$ cat config.mk
export PLATFORM = sky130hd
export DESIGN_NAME = touch_sample_filter_and_event_fsm_top
export DESIGN_NICKNAME = d
export VERILOG_FILES = /design/src/rtl/core/tsf_pkg.sv /design/src/rtl/core/touch_sample_filter_and_event_fsm_top.sv /design/src/rtl/core/tsf_front.sv /design/src/rtl/core/tsf_fifo.sv /design/src/rtl/core/tsf_div.sv /design/src/rtl/core/tsf_back.sv
export SDC_FILE = /design/constraint.sdc
export NUM_CORES = 1
export LEC_CHECK = 0
export ABC_AREA = 1
export BUFFER_PORTS_ARGS = -buffer_cell sky130_fd_sc_hd__buf_2
export CAP_MARGIN = 0
export CORE_MARGIN = 5
export CORE_UTILIZATION = 45
export CTS_CLUSTER_DIAMETER = 100
export DETAILED_ROUTE_END_ITERATION = 16
export GPL_ROUTABILITY_DRIVEN = 0
export PLACE_DENSITY_LB_ADDON = 0.1
export REMOVE_ABC_BUFFERS = 1
export SYNTH_ARGS = -nofsm -noshare
export SYNTH_HDL_FRONTEND = slang
export SYNTH_SLANG_ARGS = --single-unit
$ cat constraint.sdc
create_clock -name clk -period 10.8 [get_ports clk]
set_clock_uncertainty 0.1 [all_clocks]
set_input_delay 1.08 -clock clk [delete_from_list [all_inputs] [get_ports clk]]
set_output_delay 1.08 -clock clk [all_outputs]
set_load 0.02 [all_outputs]
$ cat src/rtl/core/tsf_pkg.sv
package tsf_pkg;

  localparam int SAMPLES       = 10;
  localparam int SCREEN_WIDTH  = 240;
  localparam int SCREEN_HEIGHT = 320;

  localparam int COORD_W    = 12;
  localparam int SUM_W      = 18;
  localparam int CNT_W      = 6;
  localparam int THR_W      = 8;
  localparam int CFG_IDX_W  = 3;
  localparam int CFG_DATA_W = 12;
  localparam int DIVIDEND_W = 24;
  localparam int DIVISOR_W  = 12;
  localparam int DIV_CNT_W  = $clog2(DIVIDEND_W);

  localparam int QUEUE_DEPTH = 2;
  localparam int QUEUE_PTR_W = $clog2(QUEUE_DEPTH);
  localparam int QUEUE_CNT_W = QUEUE_PTR_W + 1;

  localparam logic [COORD_W-1:0]   COORD_MAX   = '1;
  localparam logic [CNT_W-1:0]     SAMPLES_C   = CNT_W'(SAMPLES);
  localparam logic [SUM_W-1:0]     AVG_DIVISOR = SUM_W'(SAMPLES - 2);
  localparam logic [COORD_W-1:0]   WIDTH_C     = COORD_W'(SCREEN_WIDTH);
  localparam logic [COORD_W-1:0]   HEIGHT_C    = COORD_W'(SCREEN_HEIGHT);
  localparam logic [THR_W-1:0]     THRESHOLD_RST = THR_W'(8);
  localparam logic [COORD_W-1:0]   LIMIT_RST     = COORD_W'(100);

  typedef enum logic [CFG_IDX_W-1:0] {
    CFG_CALIBRATING    = 3'd0,
    CFG_LEFT_END_X     = 3'd1,
    CFG_RIGHT_END_X    = 3'd2,
    CFG_TOP_END_Y      = 3'd3,
    CFG_BOTTOM_END_Y   = 3'd4,
    CFG_MOVE_THRESHOLD = 3'd5,
    CFG_MOVE_LIMIT     = 3'd6
  } cfg_idx_t;

  typedef enum logic [1:0] {
    EV_PRESS       = 2'd0,
    EV_MOVE        = 2'd1,
    EV_RELEASE     = 2'd2,
    EV_CAL_RELEASE = 2'd3
  } event_kind_t;

  typedef enum logic {
    CMD_POINT   = 1'b0,
    CMD_RELEASE = 1'b1
  } cmd_kind_t;

  typedef struct packed {
    cmd_kind_t          kind;
    logic [SUM_W-1:0]   trim_x;
    logic [SUM_W-1:0]   trim_y;
  } cmd_t;

  typedef struct packed {
    logic  push;
    cmd_t  cmd;
  } q_wr_t;

  typedef struct packed {
    logic  valid;
    cmd_t  cmd;
  } q_rd_t;

  typedef struct packed {
    logic                  calibrating;
    logic [COORD_W-1:0]    left_end_x;
    logic [COORD_W-1:0]    right_end_x;
    logic [COORD_W-1:0]    top_end_y;
    logic [COORD_W-1:0]    bottom_end_y;
    logic [THR_W-1:0]      move_threshold;
    logic [COORD_W-1:0]    move_limit;
  } cfg_t;

  typedef struct packed {
    logic                   start;
    logic [DIVIDEND_W-1:0]  dividend;
    logic [DIVISOR_W-1:0]   divisor;
  } div_req_t;

  typedef struct packed {
    logic                   done;
    logic [DIVIDEND_W-1:0]  quotient;
  } div_rsp_t;

endpackage

$ cat src/rtl/core/touch_sample_filter_and_event_fsm_top.sv
// Touch sample filter with pen event generation.
// Input channel in_*: in_tuser = 0 carries a raw X/Y pair taken while the pen is
// pressed, in_tuser = 1 is a poll tick with the pen released. Every SAMPLES pairs
// make one filtered point (min and max of each axis dropped, rest averaged), which
// is scaled to the screen unless calibrating and fed to a press/move/release FSM.
// Output channel out_*: one event per transfer, out_tuser = kind, out_tdata = X, Y.
// Configuration: cfg_we writes register cfg_idx with cfg_wdata in the same cycle;
// write only while no item is in flight.
// An input item is taken whenever the two-entry command queue between
// the sample collector and the event engine has room. Each scaled axis takes a
// multiply and a 24-step radix-2 division on one shared divider, and the engine
// finishes one point before it takes the next from the queue. An axis with equal
// ends or a value below its range skips its division; while calibrating a point
// is not scaled and emits nothing. A release tick with the pen down goes through
// the queue and the S_EMIT state to the output register.
// Reset (rst_n low, synchronous) clears the accumulators, the queue, the pen state
// and the output register, and loads the register defaults.
// When the receiver stalls the event waits in the output register, the engine
// holds before its next emit, and once the queue fills in_tready drops.
module touch_sample_filter_and_event_fsm_top (
  input  logic                             clk,
  input  logic                             rst_n,
  input  logic                             in_tvalid,
  output logic                             in_tready,
  input  logic [2*tsf_pkg::COORD_W-1:0]    in_tdata,   // raw_x [11:0], raw_y [23:12]
  input  logic                             in_tuser,   // opcode
  output logic                             out_tvalid,
  input  logic                             out_tready,
  output logic [2*tsf_pkg::COORD_W-1:0]    out_tdata,  // pos_x [11:0], pos_y [23:12]
  output logic [1:0]                       out_tuser,  // event_kind
  input  logic                             cfg_we,
  input  logic [tsf_pkg::CFG_IDX_W-1:0]    cfg_idx,
  input  logic [tsf_pkg::CFG_DATA_W-1:0]   cfg_wdata
);
  import tsf_pkg::*;

  cfg_t     cfg_r;
  q_wr_t    q_wr;
  q_rd_t    q_rd;
  logic     q_full, q_pop;
  div_req_t div_req;
  div_rsp_t div_rsp;

  always_ff @(posedge clk) begin
    if (!rst_n) begin
      cfg_r.calibrating    <= 1'b0;
      cfg_r.left_end_x     <= '0;
      cfg_r.right_end_x    <= '0;
      cfg_r.top_end_y      <= '0;
      cfg_r.bottom_end_y   <= '0;
      cfg_r.move_threshold <= THRESHOLD_RST;
      cfg_r.move_limit     <= LIMIT_RST;
    end else if (cfg_we) begin
      unique case (cfg_idx)
        CFG_CALIBRATING:    cfg_r.calibrating    <= cfg_wdata[0];
        CFG_LEFT_END_X:     cfg_r.left_end_x     <= cfg_wdata[COORD_W-1:0];
        CFG_RIGHT_END_X:    cfg_r.right_end_x    <= cfg_wdata[COORD_W-1:0];
        CFG_TOP_END_Y:      cfg_r.top_end_y      <= cfg_wdata[COORD_W-1:0];
        CFG_BOTTOM_END_Y:   cfg_r.bottom_end_y   <= cfg_wdata[COORD_W-1:0];
        CFG_MOVE_THRESHOLD: cfg_r.move_threshold <= cfg_wdata[THR_W-1:0];
        CFG_MOVE_LIMIT:     cfg_r.move_limit     <= cfg_wdata[COORD_W-1:0];
        default: ;
      endcase
    end
  end

  tsf_front u_front (
    .clk       (clk),
    .rst_n     (rst_n),
    .in_tvalid (in_tvalid),
    .in_tready (in_tready),
    .in_tdata  (in_tdata),
    .in_tuser  (in_tuser),
    .q_full    (q_full),
    .q_wr      (q_wr)
  );

  tsf_fifo u_fifo (
    .clk   (clk),
    .rst_n (rst_n),
    .wr    (q_wr),
    .full  (q_full),
    .rd    (q_rd),
    .pop   (q_pop)
  );

  tsf_div u_div (
    .clk   (clk),
    .rst_n (rst_n),
    .req   (div_req),
    .rsp   (div_rsp)
  );

  tsf_back u_back (
    .clk        (clk),
    .rst_n      (rst_n),
    .cfg        (cfg_r),
    .q_rd       (q_rd),
    .q_pop      (q_pop),
    .div_req    (div_req),
    .div_rsp    (div_rsp),
    .out_tvalid (out_tvalid),
    .out_tready (out_tready),
    .out_tdata  (out_tdata),
    .out_tuser  (out_tuser)
  );

  a_no_queue_overflow: assert property (@(posedge clk) disable iff (!rst_n)
    q_full |-> !(in_tvalid && in_tready))
    else $error("command queue written while full");

  a_cal_release_only: assert property (@(posedge clk) disable iff (!rst_n)
    (out_tvalid && cfg_r.calibrating) |-> (out_tuser == EV_CAL_RELEASE))
    else $error("press or move reported while calibrating");

  a_screen_bounds: assert property (@(posedge clk) disable iff (!rst_n)
    (out_tvalid && !cfg_r.calibrating && (out_tuser == EV_PRESS || out_tuser == EV_MOVE))
    |-> (out_tdata[COORD_W-1:0] < WIDTH_C && out_tdata[2*COORD_W-1:COORD_W] < HEIGHT_C))
    else $error("scaled position outside the screen");

endmodule

$ cat src/rtl/core/tsf_front.sv
module tsf_front (
  input  logic                            clk,
  input  logic                            rst_n,
  input  logic                            in_tvalid,
  output logic                            in_tready,
  input  logic [2*tsf_pkg::COORD_W-1:0]   in_tdata,   // raw_x, raw_y
  input  logic                            in_tuser,   // opcode
  input  logic                            q_full,
  output tsf_pkg::q_wr_t                  q_wr
);
  import tsf_pkg::*;

  logic [CNT_W-1:0]   cnt_r,   cnt_nxt;
  logic [SUM_W-1:0]   sum_x_r, sum_x_nxt;
  logic [SUM_W-1:0]   sum_y_r, sum_y_nxt;
  logic [COORD_W-1:0] min_x_r, min_x_nxt, max_x_r, max_x_nxt;
  logic [COORD_W-1:0] min_y_r, min_y_nxt, max_y_r, max_y_nxt;

  logic [COORD_W-1:0] rx, ry;
  logic               accept, is_release, set_done;

  assign rx         = in_tdata[COORD_W-1:0];
  assign ry         = in_tdata[2*COORD_W-1:COORD_W];
  assign in_tready  = !q_full;
  assign accept     = in_tvalid && in_tready;
  assign is_release = (cmd_kind_t'(in_tuser) == CMD_RELEASE);

  always_comb begin
    cnt_nxt   = cnt_r + CNT_W'(1);
    sum_x_nxt = sum_x_r + SUM_W'(rx);
    sum_y_nxt = sum_y_r + SUM_W'(ry);
    min_x_nxt = (rx < min_x_r) ? rx : min_x_r;
    max_x_nxt = (rx > max_x_r) ? rx : max_x_r;
    min_y_nxt = (ry < min_y_r) ? ry : min_y_r;
    max_y_nxt = (ry > max_y_r) ? ry : max_y_r;
    set_done  = (cnt_nxt == SAMPLES_C);

    q_wr.push        = accept && (is_release || set_done);
    q_wr.cmd.kind    = is_release ? CMD_RELEASE : CMD_POINT;
    q_wr.cmd.trim_x  = sum_x_nxt - SUM_W'(min_x_nxt) - SUM_W'(max_x_nxt);
    q_wr.cmd.trim_y  = sum_y_nxt - SUM_W'(min_y_nxt) - SUM_W'(max_y_nxt);
  end

  always_ff @(posedge clk) begin
    if (!rst_n || (accept && (is_release || set_done))) begin
      cnt_r   <= '0;
      sum_x_r <= '0;
      sum_y_r <= '0;
      min_x_r <= COORD_MAX;
      max_x_r <= '0;
      min_y_r <= COORD_MAX;
      max_y_r <= '0;
    end else if (accept) begin
      cnt_r   <= cnt_nxt;
      sum_x_r <= sum_x_nxt;
      sum_y_r <= sum_y_nxt;
      min_x_r <= min_x_nxt;
      max_x_r <= max_x_nxt;
      min_y_r <= min_y_nxt;
      max_y_r <= max_y_nxt;
    end
  end

endmodule

$ cat src/rtl/core/tsf_fifo.sv
module tsf_fifo (
  input  logic            clk,
  input  logic            rst_n,
  input  tsf_pkg::q_wr_t  wr,
  output logic            full,
  output tsf_pkg::q_rd_t  rd,
  input  logic            pop
);
  import tsf_pkg::*;

  cmd_t                   slots_r [QUEUE_DEPTH];
  logic [QUEUE_PTR_W-1:0] wr_ptr_r, rd_ptr_r;
  logic [QUEUE_CNT_W-1:0] count_r;
  logic                   do_push, do_pop;

  assign full     = (count_r == QUEUE_CNT_W'(QUEUE_DEPTH));
  assign rd.valid = (count_r != '0);
  assign rd.cmd   = slots_r[rd_ptr_r];
  assign do_push  = wr.push && !full;
  assign do_pop   = pop && rd.valid;

  always_ff @(posedge clk) begin
    if (do_push) begin
      slots_r[wr_ptr_r] <= wr.cmd;
    end
  end

  always_ff @(posedge clk) begin
    if (!rst_n) begin
      wr_ptr_r <= '0;
      rd_ptr_r <= '0;
      count_r  <= '0;
    end else begin
      if (do_push) begin
        wr_ptr_r <= wr_ptr_r + QUEUE_PTR_W'(1);
      end
      if (do_pop) begin
        rd_ptr_r <= rd_ptr_r + QUEUE_PTR_W'(1);
      end
      if (do_push && !do_pop) begin
        count_r <= count_r + QUEUE_CNT_W'(1);
      end else if (do_pop && !do_push) begin
        count_r <= count_r - QUEUE_CNT_W'(1);
      end
    end
  end

endmodule

$ cat src/rtl/core/tsf_div.sv
module tsf_div (
  input  logic               clk,
  input  logic               rst_n,
  input  tsf_pkg::div_req_t  req,
  output tsf_pkg::div_rsp_t  rsp
);
  import tsf_pkg::*;

  logic [DIVISOR_W-1:0]  rem_r, rem_nxt;
  logic [DIVIDEND_W-1:0] quo_r, quo_nxt;
  logic [DIVISOR_W-1:0]  divisor_r;
  logic [DIV_CNT_W-1:0]  cnt_r;
  logic                  busy_r, done_r;
  logic [DIVISOR_W:0]    trial;
  logic [DIVISOR_W+1:0]  diff;
  logic                  ge;

  // restoring radix-2: dividend bits shift out of the top of quo_r as quotient bits enter
  always_comb begin
    trial   = {rem_r, quo_r[DIVIDEND_W-1]};
    diff    = {1'b0, trial} - {2'b00, divisor_r};
    ge      = !diff[DIVISOR_W+1];
    rem_nxt = ge ? diff[DIVISOR_W-1:0] : trial[DIVISOR_W-1:0];
    quo_nxt = {quo_r[DIVIDEND_W-2:0], ge};
  end

  assign rsp.done     = done_r;
  assign rsp.quotient = quo_r;

  always_ff @(posedge clk) begin
    if (!rst_n) begin
      busy_r <= 1'b0;
      done_r <= 1'b0;
      cnt_r  <= '0;
    end else begin
      done_r <= 1'b0;
      if (req.start) begin
        busy_r    <= 1'b1;
        cnt_r     <= '0;
        rem_r     <= '0;
        quo_r     <= req.dividend;
        divisor_r <= req.divisor;
      end else if (busy_r) begin
        rem_r <= rem_nxt;
        quo_r <= quo_nxt;
        cnt_r <= cnt_r + DIV_CNT_W'(1);
        if (cnt_r == DIV_CNT_W'(DIVIDEND_W - 1)) begin
          busy_r <= 1'b0;
          done_r <= 1'b1;
        end
      end
    end
  end

endmodule

$ cat src/rtl/core/tsf_back.sv
module tsf_back (
  input  logic                           clk,
  input  logic                           rst_n,
  input  tsf_pkg::cfg_t                  cfg,
  input  tsf_pkg::q_rd_t                 q_rd,
  output logic                           q_pop,
  output tsf_pkg::div_req_t              div_req,
  input  tsf_pkg::div_rsp_t              div_rsp,
  output logic                           out_tvalid,
  input  logic                           out_tready,
  output logic [2*tsf_pkg::COORD_W-1:0]  out_tdata,   // pos_x, pos_y
  output logic [1:0]                     out_tuser    // event_kind
);
  import tsf_pkg::*;

  typedef enum logic [2:0] {
    S_IDLE, S_PREP, S_MUL, S_SCALE_GO, S_SCALE_WAIT, S_EVENT, S_EMIT
  } state_t;

  state_t                state_r;
  logic                  ax_r;
  logic [COORD_W-1:0]    val_x_r, val_y_r;
  logic [COORD_W-1:0]    num_r, den_r;
  logic [DIVIDEND_W-1:0] prod_r;
  logic                  pen_r;
  logic [COORD_W-1:0]    last_x_r, last_y_r;
  event_kind_t           kind_r;
  logic                  out_valid_r;
  event_kind_t           out_kind_r;
  logic [COORD_W-1:0]    out_x_r, out_y_r;

  logic [SUM_W-1:0]   avg_x, avg_y;
  logic [COORD_W-1:0] cur_v, lo_end, hi_end, size;
  logic               hi_gt, hi_lt, num_neg;
  logic [COORD_W:0]   num_s;
  logic [COORD_W-1:0] den, clamp_v, q_clamp;
  logic [COORD_W-1:0] adx, ady;
  logic               dead, jump, slot_free;

  always_comb begin
    avg_x   = q_rd.cmd.trim_x / AVG_DIVISOR;
    avg_y   = q_rd.cmd.trim_y / AVG_DIVISOR;
    cur_v   = ax_r ? val_y_r : val_x_r;
    lo_end  = ax_r ? cfg.top_end_y : cfg.left_end_x;
    hi_end  = ax_r ? cfg.bottom_end_y : cfg.right_end_x;
    size    = ax_r ? HEIGHT_C : WIDTH_C;
    hi_gt   = hi_end > lo_end;
    hi_lt   = hi_end < lo_end;
    num_s   = hi_gt ? ({1'b0, cur_v} - {1'b0, lo_end}) : ({1'b0, lo_end} - {1'b0, cur_v});
    num_neg = num_s[COORD_W];
    den     = hi_gt ? (hi_end - lo_end) : (lo_end - hi_end);
    clamp_v = (cur_v >= size) ? (size - COORD_W'(1)) : cur_v;
    q_clamp = (div_rsp.quotient >= DIVIDEND_W'(size)) ? (size - COORD_W'(1))
                                                      : div_rsp.quotient[COORD_W-1:0];

    adx  = (val_x_r >= last_x_r) ? (val_x_r - last_x_r) : (last_x_r - val_x_r);
    ady  = (val_y_r >= last_y_r) ? (val_y_r - last_y_r) : (last_y_r - val_y_r);
    dead = (adx < COORD_W'(cfg.move_threshold)) && (ady < COORD_W'(cfg.move_threshold));
    jump = (adx > cfg.move_limit) || (ady > cfg.move_limit);

    slot_free = !out_valid_r || out_tready;
    q_pop     = (state_r == S_IDLE) && q_rd.valid;

    div_req.start    = (state_r == S_SCALE_GO);
    div_req.dividend = prod_r;
    div_req.divisor  = den_r;
  end

  assign out_tvalid = out_valid_r;
  assign out_tdata  = {out_y_r, out_x_r};
  assign out_tuser  = out_kind_r;

  always_ff @(posedge clk) begin
    if (!rst_n) begin
      state_r     <= S_IDLE;
      ax_r        <= 1'b0;
      pen_r       <= 1'b0;
      last_x_r    <= '0;
      last_y_r    <= '0;
      out_valid_r <= 1'b0;
    end else begin
      if (out_valid_r && out_tready && (state_r != S_EMIT)) begin
        out_valid_r <= 1'b0;
      end
      unique case (state_r)
        S_IDLE: begin
          if (q_rd.valid) begin
            if (q_rd.cmd.kind == CMD_RELEASE) begin
              if (pen_r) begin
                pen_r   <= 1'b0;
                kind_r  <= cfg.calibrating ? EV_CAL_RELEASE : EV_RELEASE;
                state_r <= S_EMIT;
              end
            end else begin
              // average both axes straight off the queue head
              val_x_r <= avg_x[COORD_W-1:0];
              val_y_r <= avg_y[COORD_W-1:0];
              ax_r    <= 1'b0;
              state_r <= cfg.calibrating ? S_EVENT : S_PREP;
            end
          end
        end
        S_PREP: begin
          if (hi_gt || hi_lt) begin
            if (num_neg) begin
              if (ax_r) val_y_r <= '0; else val_x_r <= '0;
              ax_r    <= 1'b1;
              state_r <= ax_r ? S_EVENT : S_PREP;
            end else begin
              num_r   <= num_s[COORD_W-1:0];
              den_r   <= den;
              state_r <= S_MUL;
            end
          end else begin
            // equal ends: clamp only
            if (ax_r) val_y_r <= clamp_v; else val_x_r <= clamp_v;
            ax_r    <= 1'b1;
            state_r <= ax_r ? S_EVENT : S_PREP;
          end
        end
        S_MUL: begin
          prod_r  <= DIVIDEND_W'(num_r) * DIVIDEND_W'(size);
          state_r <= S_SCALE_GO;
        end
        S_SCALE_GO: begin
          state_r <= S_SCALE_WAIT;
        end
        S_SCALE_WAIT: begin
          if (div_rsp.done) begin
            if (ax_r) val_y_r <= q_clamp; else val_x_r <= q_clamp;
            ax_r    <= 1'b1;
            state_r <= ax_r ? S_EVENT : S_PREP;
          end
        end
        S_EVENT: begin
          if (!pen_r) begin
            pen_r    <= 1'b1;
            last_x_r <= val_x_r;
            last_y_r <= val_y_r;
            kind_r   <= EV_PRESS;
            state_r  <= cfg.calibrating ? S_IDLE : S_EMIT;
          end else if (dead || jump) begin
            state_r <= S_IDLE;
          end else begin
            last_x_r <= val_x_r;
            last_y_r <= val_y_r;
            kind_r   <= EV_MOVE;
            state_r  <= cfg.calibrating ? S_IDLE : S_EMIT;
          end
        end
        S_EMIT: begin
          // hold until the output register is free
          if (slot_free) begin
            out_valid_r <= 1'b1;
            out_kind_r  <= kind_r;
            out_x_r     <= last_x_r;
            out_y_r     <= last_y_r;
            state_r     <= S_IDLE;
          end
        end
        default: state_r <= S_IDLE;
      endcase
    end
  end

endmodule

* After elaboration in Yosys (flattened, before gate mapping)
Memory sizes are Yosys's and may differ from the RTL's. A register that Yosys moved wholly into a read port is not among the register bits.
Index checks and enable logic that the tools add are counted.
** Storage, ports and cells
- Bits in registers :: 348
- Memory bits (writable) :: 74
- Input port bits :: 45
- Output and inout bits :: 28
- Word-level logic and storage cells :: 244
- Memories :: 1
** Memories
- u_fifo.slots_r :: depth 2, width 37, read ports 1, clocked after memory_dff 1, wr ports 1, line tsf_fifo.sv:11 : cmd_t slots_r [QUEUE_DEPTH];
** Operators by class
- Add/sub/neg operators :: 22
- Multipliers :: 1
- Magnitude comparators :: 14
- Equality and inequality tests :: 32
- Mux-type cells :: 83
- Bitwise operators :: 3
- Reductions and logical operators :: 50
** Operator list (count)
- two-way mux 12 bit :: 34
- one-hot mux 12 bit (3 select lines) :: 2
- subtractor 12 bit :: 6
- subtractor 18 x 12 -> 18 bit :: 4
- greater-than comparator 12 bit :: 5
- two-way mux 24 bit :: 2
- adder 18 x 12 -> 18 bit :: 2
- greater-or-equal comparator 12 bit :: 3
- less-than comparator 12 bit :: 3
- two-way mux 3 bit :: 12
- subtractor 12 x 12 -> 13 bit :: 2
- greater-or-equal comparator 24 x 12 -> 1 bit :: 1
- less-than comparator 12 x 8 -> 1 bit :: 2
- multiplier 12 x 12 -> 24 bit :: 1
- AND reduction 2 bit :: 11
- one-hot mux 3 bit (7 select lines) :: 1
- two-way mux 1 bit :: 20
- == test 3 bit, second input constant :: 6
- AND reduction 9 bit :: 2
- two-way mux 2 bit :: 7
- subtractor 13 x 12 -> 14 bit :: 1
- two-way mux 13 bit :: 1
- == test 3 x 2 -> 1 bit, second input constant :: 4
- inequality test 3 bit, second input constant :: 4
- other kinds (31) :: 69

* Depth between registers and ports, before layout
- Word-level depth :: 9
- Mapped depth :: 32
- Mapped depth without buffers :: 32

* Cells and area by module
Synthesis repeated with hierarchy kept, for this count alone.
** Unflattened totals
- Cells, all modules :: 3961
- Area, all modules :: 30565.6 um^2
** By module, submodules not included
- tsf_back :: times used 1, cells an instance 1700, area an instance 12854.8 um^2, sequential area each 3393.3 um^2
- tsf_front :: times used 1, cells an instance 1347, area an instance 8847.2 um^2, sequential area each 1801.7 um^2
- tsf_fifo :: times used 1, cells an instance 152, area an instance 3067.9 um^2, sequential area each 2322.2 um^2
- tsf_div :: times used 1, cells an instance 361, area an instance 3000.4 um^2, sequential area each 1581.5 um^2
- touch_sample_filter_and_event_fsm_top :: times used 1, cells an instance 401, area an instance 2795.2 um^2, sequential area each 1381.3 um^2

* Worst setup path before layout
Ideal clock, no wire load.
- Path kind :: reg-to-reg
- From :: reg u_back.ax_r
- To :: reg u_back.prod_r[20], data pin
- Data arrival time :: 4.855 ns
- Slack :: 5.587 ns
- Stages on the path, launching flop included :: 25
- Buffers on the path :: 3
- Period minus slack after synthesis :: 5.213 ns
- Path through :: dfxtp_1 -> clkbuf_1 -> clkbuf_1 -> clkbuf_1 -> nor2_1 -> o21bai_1 -> ha_1 -> fa_1 -> inv_1 -> fa_1 -> inv_1 -> ha_1 -> ha_1 -> fa_1 -> nand3_1 -> nand2_1 -> a21oi_1 -> o21bai_1 -> a21o_1 -> a21o_1 -> nand3_1 -> nand2_1 -> nand3_1 -> nand2_1 -> xor2_1
** On the way
- Word-level cells in the longest chain between the ends :: 2
** RTL lines
- from (decl) :: line tsf_back.sv:21 : logic ax_r;
- from (signal assigned) :: line tsf_back.sv:76 : ax_r <= 1'b0;
- from (signal assigned) :: line tsf_back.sv:98 : ax_r <= 1'b0;
- from (signal assigned) :: line tsf_back.sv:107 : ax_r <= 1'b1;
- two-way mux 9 bit :: line tsf_back.sv:46 : size = ax_r ? HEIGHT_C : WIDTH_C;
- multiplier 12 x 12 -> 24 bit :: line tsf_back.sv:122 : prod_r <= DIVIDEND_W'(num_r) * DIVIDEND_W'(size);
- to (signal assigned) :: line tsf_back.sv:122
- to (decl) :: line tsf_back.sv:24 : logic [DIVIDEND_W-1:0] prod_r;
No other way between the ends.
A chain may end at the register's enable or synchronous reset.

==> flow_summary.yaml <==
logic_synthesis:
  synth-compound-area-share_pct: 15.5
  synth-adder-area-share_pct: 18.3
  async_flop_share_pct: 0
  avgSynthCellArea_um2: 8.08
  synth_top_family_by_area: "adder cells"
  ys_seq_area_share_pct: 36.4
  ys.flop_type: "dfxtp_1"
  synth-edff-count: 193
  yosysWarningCount: 0
  synth-xor-area-share_pct: 3.72
  syn_inst: 3293
  synth.distinct_cells: 61
  synth-seq-cells: 388
  synthMuxAreaShare_pct: 0.263
  synth-simple-area-share_pct: 18.2
  synthesis.area_um2: 26600
detailed_routing:
  drcViolationCount: 0
  final_antenna_net_count: 0
  drtIter0Drc: 1382
  dr.pass1.iters: 6
  post_drt_wl_per_cell_um: 16.4
  vias: 21639
  wirelength_um: 67800
  routed_via_density: 5.22
global_routing:
  grt_pass1_vias: 20896
  overflow: 0
  grt_util_all_layers_pct: 20.9
  grt_pass1_wl_um: 110000
  antenna_found_initial: 1
  grt_max_degree: 91
timing:
  setup_violations: 0
  period_share_pct: 49.6
  final-hold-violation-count: 0
  worstMarginPinSlew_ns: 1.23
  tns_ns: 0
  final_max_slew_viol_count: 0
  fmax_mhz: 187
  fin_crit_ns: 5.35
  rsz0062_at_grt: "no"
  slew_headroom_pct: 18.2
clock_tree:
  htreeDepth: 2
  postCtsSetupBuffers: 0
  tritoncts: "done"
  clk_pin_slew_ns: 0.05
  clk_latency_ns: 0.59
  post_cts_resized: 0
  hold_buffers: 0
  cts-root-buf: "clkbuf_16"
  cts_made_buffers: 48
  clkSinkCount: 388
  cts_buffer_depth: 3
die:
  initial_core_util_pct: 45.3
  die_area_um2: 64100
  die_x_um: 253
  die-height_um: 253
  core_um2: 58800
  io_pins: 73
  core.rowCount: 89
worst_setup_path:
  path_max_fanout: 24
  cpPeakStageDelay_ns: 0.50
  crit_buf_inv: 3
  slowest_stage: "fa_1"
  cp-start-kind: "input port"
  setup.worst_path.end_class: "flop"
  required_ns: 11.04
  worstSetupPathType: "input port to flop"
  path_depth: 25
  path_common_cell: "nand2_1"
  critPathArrivalTime_ns: 5.59
  reg2regPathDepth: 14
  cpLargestDelayFamily: "compound AO/OA/AOI/OAI gates"
cells_and_area:
  fin_util_pct: 49.6
  final_layout_size_suffix_gt1_share_pct: 8.52
  fin_nets: 3735
  num-fill-cells: 5654
  synthToLayoutAreaGrowth_pct: 9.64
min_path:
  hp-class: "flop to flop"
  hold_depth: 0
placed_design:
  hpwl_um: 51500
  io_buffers: 72
power:
  power.total_mw: 8.68
  ir_drop_uv: 181
  p_per_area_nw_per_um2: 297
  cellLeakagePower_nw: 13.5
flow_run:
  drv_cap: 0
run_status:
  status: "complete, no violations"
## cell type report
class	instances	area, um2	share of cell area (%)
Multi-Input combinational cell	2380	14900	51.1
Sequential cell	388	9700	33.2
Inverter	421	1580	5.41
Clock buffer	61	1270	4.35
Tap cell	773	967	3.31
Timing Repair Buffer	92	510	1.75
Clock inverter	28	245	0.840
Antenna cell	1	2.50	0.00857
## Yosys cell counts, drive strengths merged, types with 2 or more instances
cell type	instances	area (um2)
a21o	12	90.1
dfxtp	195	3900
o2111ai	4	35.0
inv	418	1570
o21a	2	15.0
o31ai	2	15.0
nand4	20	125
edfxtp	193	5800
buf	15	120
o221ai	8	70.1
nor2	266	1070
clkinv	3	11.3
nor3b	3	22.5
a211oi	10	80.1
xor2	82	718
nand3b	3	35.0
nand2	707	2720
xnor2	31	272
o22ai	2	12.5
clkbuf	89	335
nor4	6	37.5
or2	34	213
a221oi	7	61.3
o21ai	315	1590
a21oi	326	1740
mux2i	7	70.1
fa	51	1020
ha	308	3850
a31oi	9	56.3
nand3	93	483
a21boi	5	37.5
nor3	23	115
o211ai	12	90.1
o21bai	25	188
## metrics by stage
| step | setup WS, ns | instance area (um2) | std cells | hold slack, ns |
|---|---|---|---|---|
| 5_1_grt | 4.93 | 29200 | 4144 | 0.320 |
| 3_3_place_gp | 4.90 | 27700 | 4054 | 0.303 |
| 6_report | 5.45 | 29200 | 4144 | 0.317 |
| 4_1_cts | 5.45 | 29200 | 4143 | 0.316 |
| 2_1_floorplan | 4.34 | 26200 | 3189 | 0.300 |
| 3_5_place_dp | 4.81 | 27700 | 4054 | 0.305 |
## layer usage
metal  global-route usage (%)  share of wire [%]  wire length [um]  up-vias
met5                        0                  0                 0        -
met4                     5.63                2.5              1680        0
met3                     2.58                4.1              2810      111
met2                     35.3                 47             31900      441
met1                     28.4                 46             31400    10057
li1                         -                  -                 -    11030
## report_power, final
part           internal [mW]  total [mW]  switching, mW
registers               2.09        2.24          0.142
clock network          0.906        1.55          0.642
logic                   1.76        4.90           3.14
## cells in the final DEF (no fill, tap or decap), drive strengths merged, types with 3 or more instances in the layout
master,netlist,layout
nand2,707,707
mux2i,7,7
nand4,20,20
o2111ai,4,4
nand3b,3,3
bufinv,0,3
xor2,82,82
xnor2,31,31
nand3,93,93
o21ai,315,315
buf,15,92
nor4,6,6
dfxtp,195,195
inv,418,420
fa,51,51
a21o,12,12
nor3b,3,3
a31oi,9,9
a21oi,326,326
o211ai,12,12
clkbuf,89,61
edfxtp,193,193
a221oi,7,7
a211oi,10,10
nor2,266,266
o221ai,8,8
o21bai,25,25
clkinv,3,26
ha,308,308
or2,34,34
nor3,23,23
a21boi,5,5
## worst paths after layout
kind	start	endpoint	slack [ns]
setup / recovery	in_tdata[13]	u_fifo.slots_r[1][14]$_DFFE_PP_	5.45
hold / removal	u_back.den_r[2]$_DFFE_PP_	u_div.divisor_r[2]$_DFFE_PP_	0.32
setup reg to reg	u_back.ax_r$_SDFFE_PN0P_	u_back.val_y_r[2]$_DFFE_PP_	5.52
hold reg to reg	u_back.den_r[2]$_DFFE_PP_	u_div.divisor_r[2]$_DFFE_PP_	0.32
## registers in the layout, summed over array words and instances (netlist names), 3 cells and up, named ones only
signal	cells
u_back.val_x_r	12
u_fifo.slots_r	50
u_front.max_y_r	12
cfg_r	69
u_back.num_r	12
u_front.sum_y_r	15
u_front.min_y_r	12
u_back.out_x_r	12
u_back.den_r	12
u_front.min_x_r	12
u_back.state_r	3
u_div.cnt_r	5
u_front.max_x_r	12
u_back.last_y_r	12
u_back.out_y_r	12
u_front.cnt_r	6
u_div.quo_r	24
u_front.sum_x_r	15
u_back.prod_r	19
u_back.val_y_r	12
u_div.rem_r	12
u_div.divisor_r	12
u_back.last_x_r	12
## logic make-up after synthesis
logic type	after synthesis
AND/OR/NAND/NOR	1157
AO/OA/AOI/OAI	743
buffers and inverters	525
flip-flops	388
adder cells (fa/ha/maj)	359
XOR/XNOR	113
multiplexers	7
other	1
No activity file was read; power rests on OpenSTA's default activity.
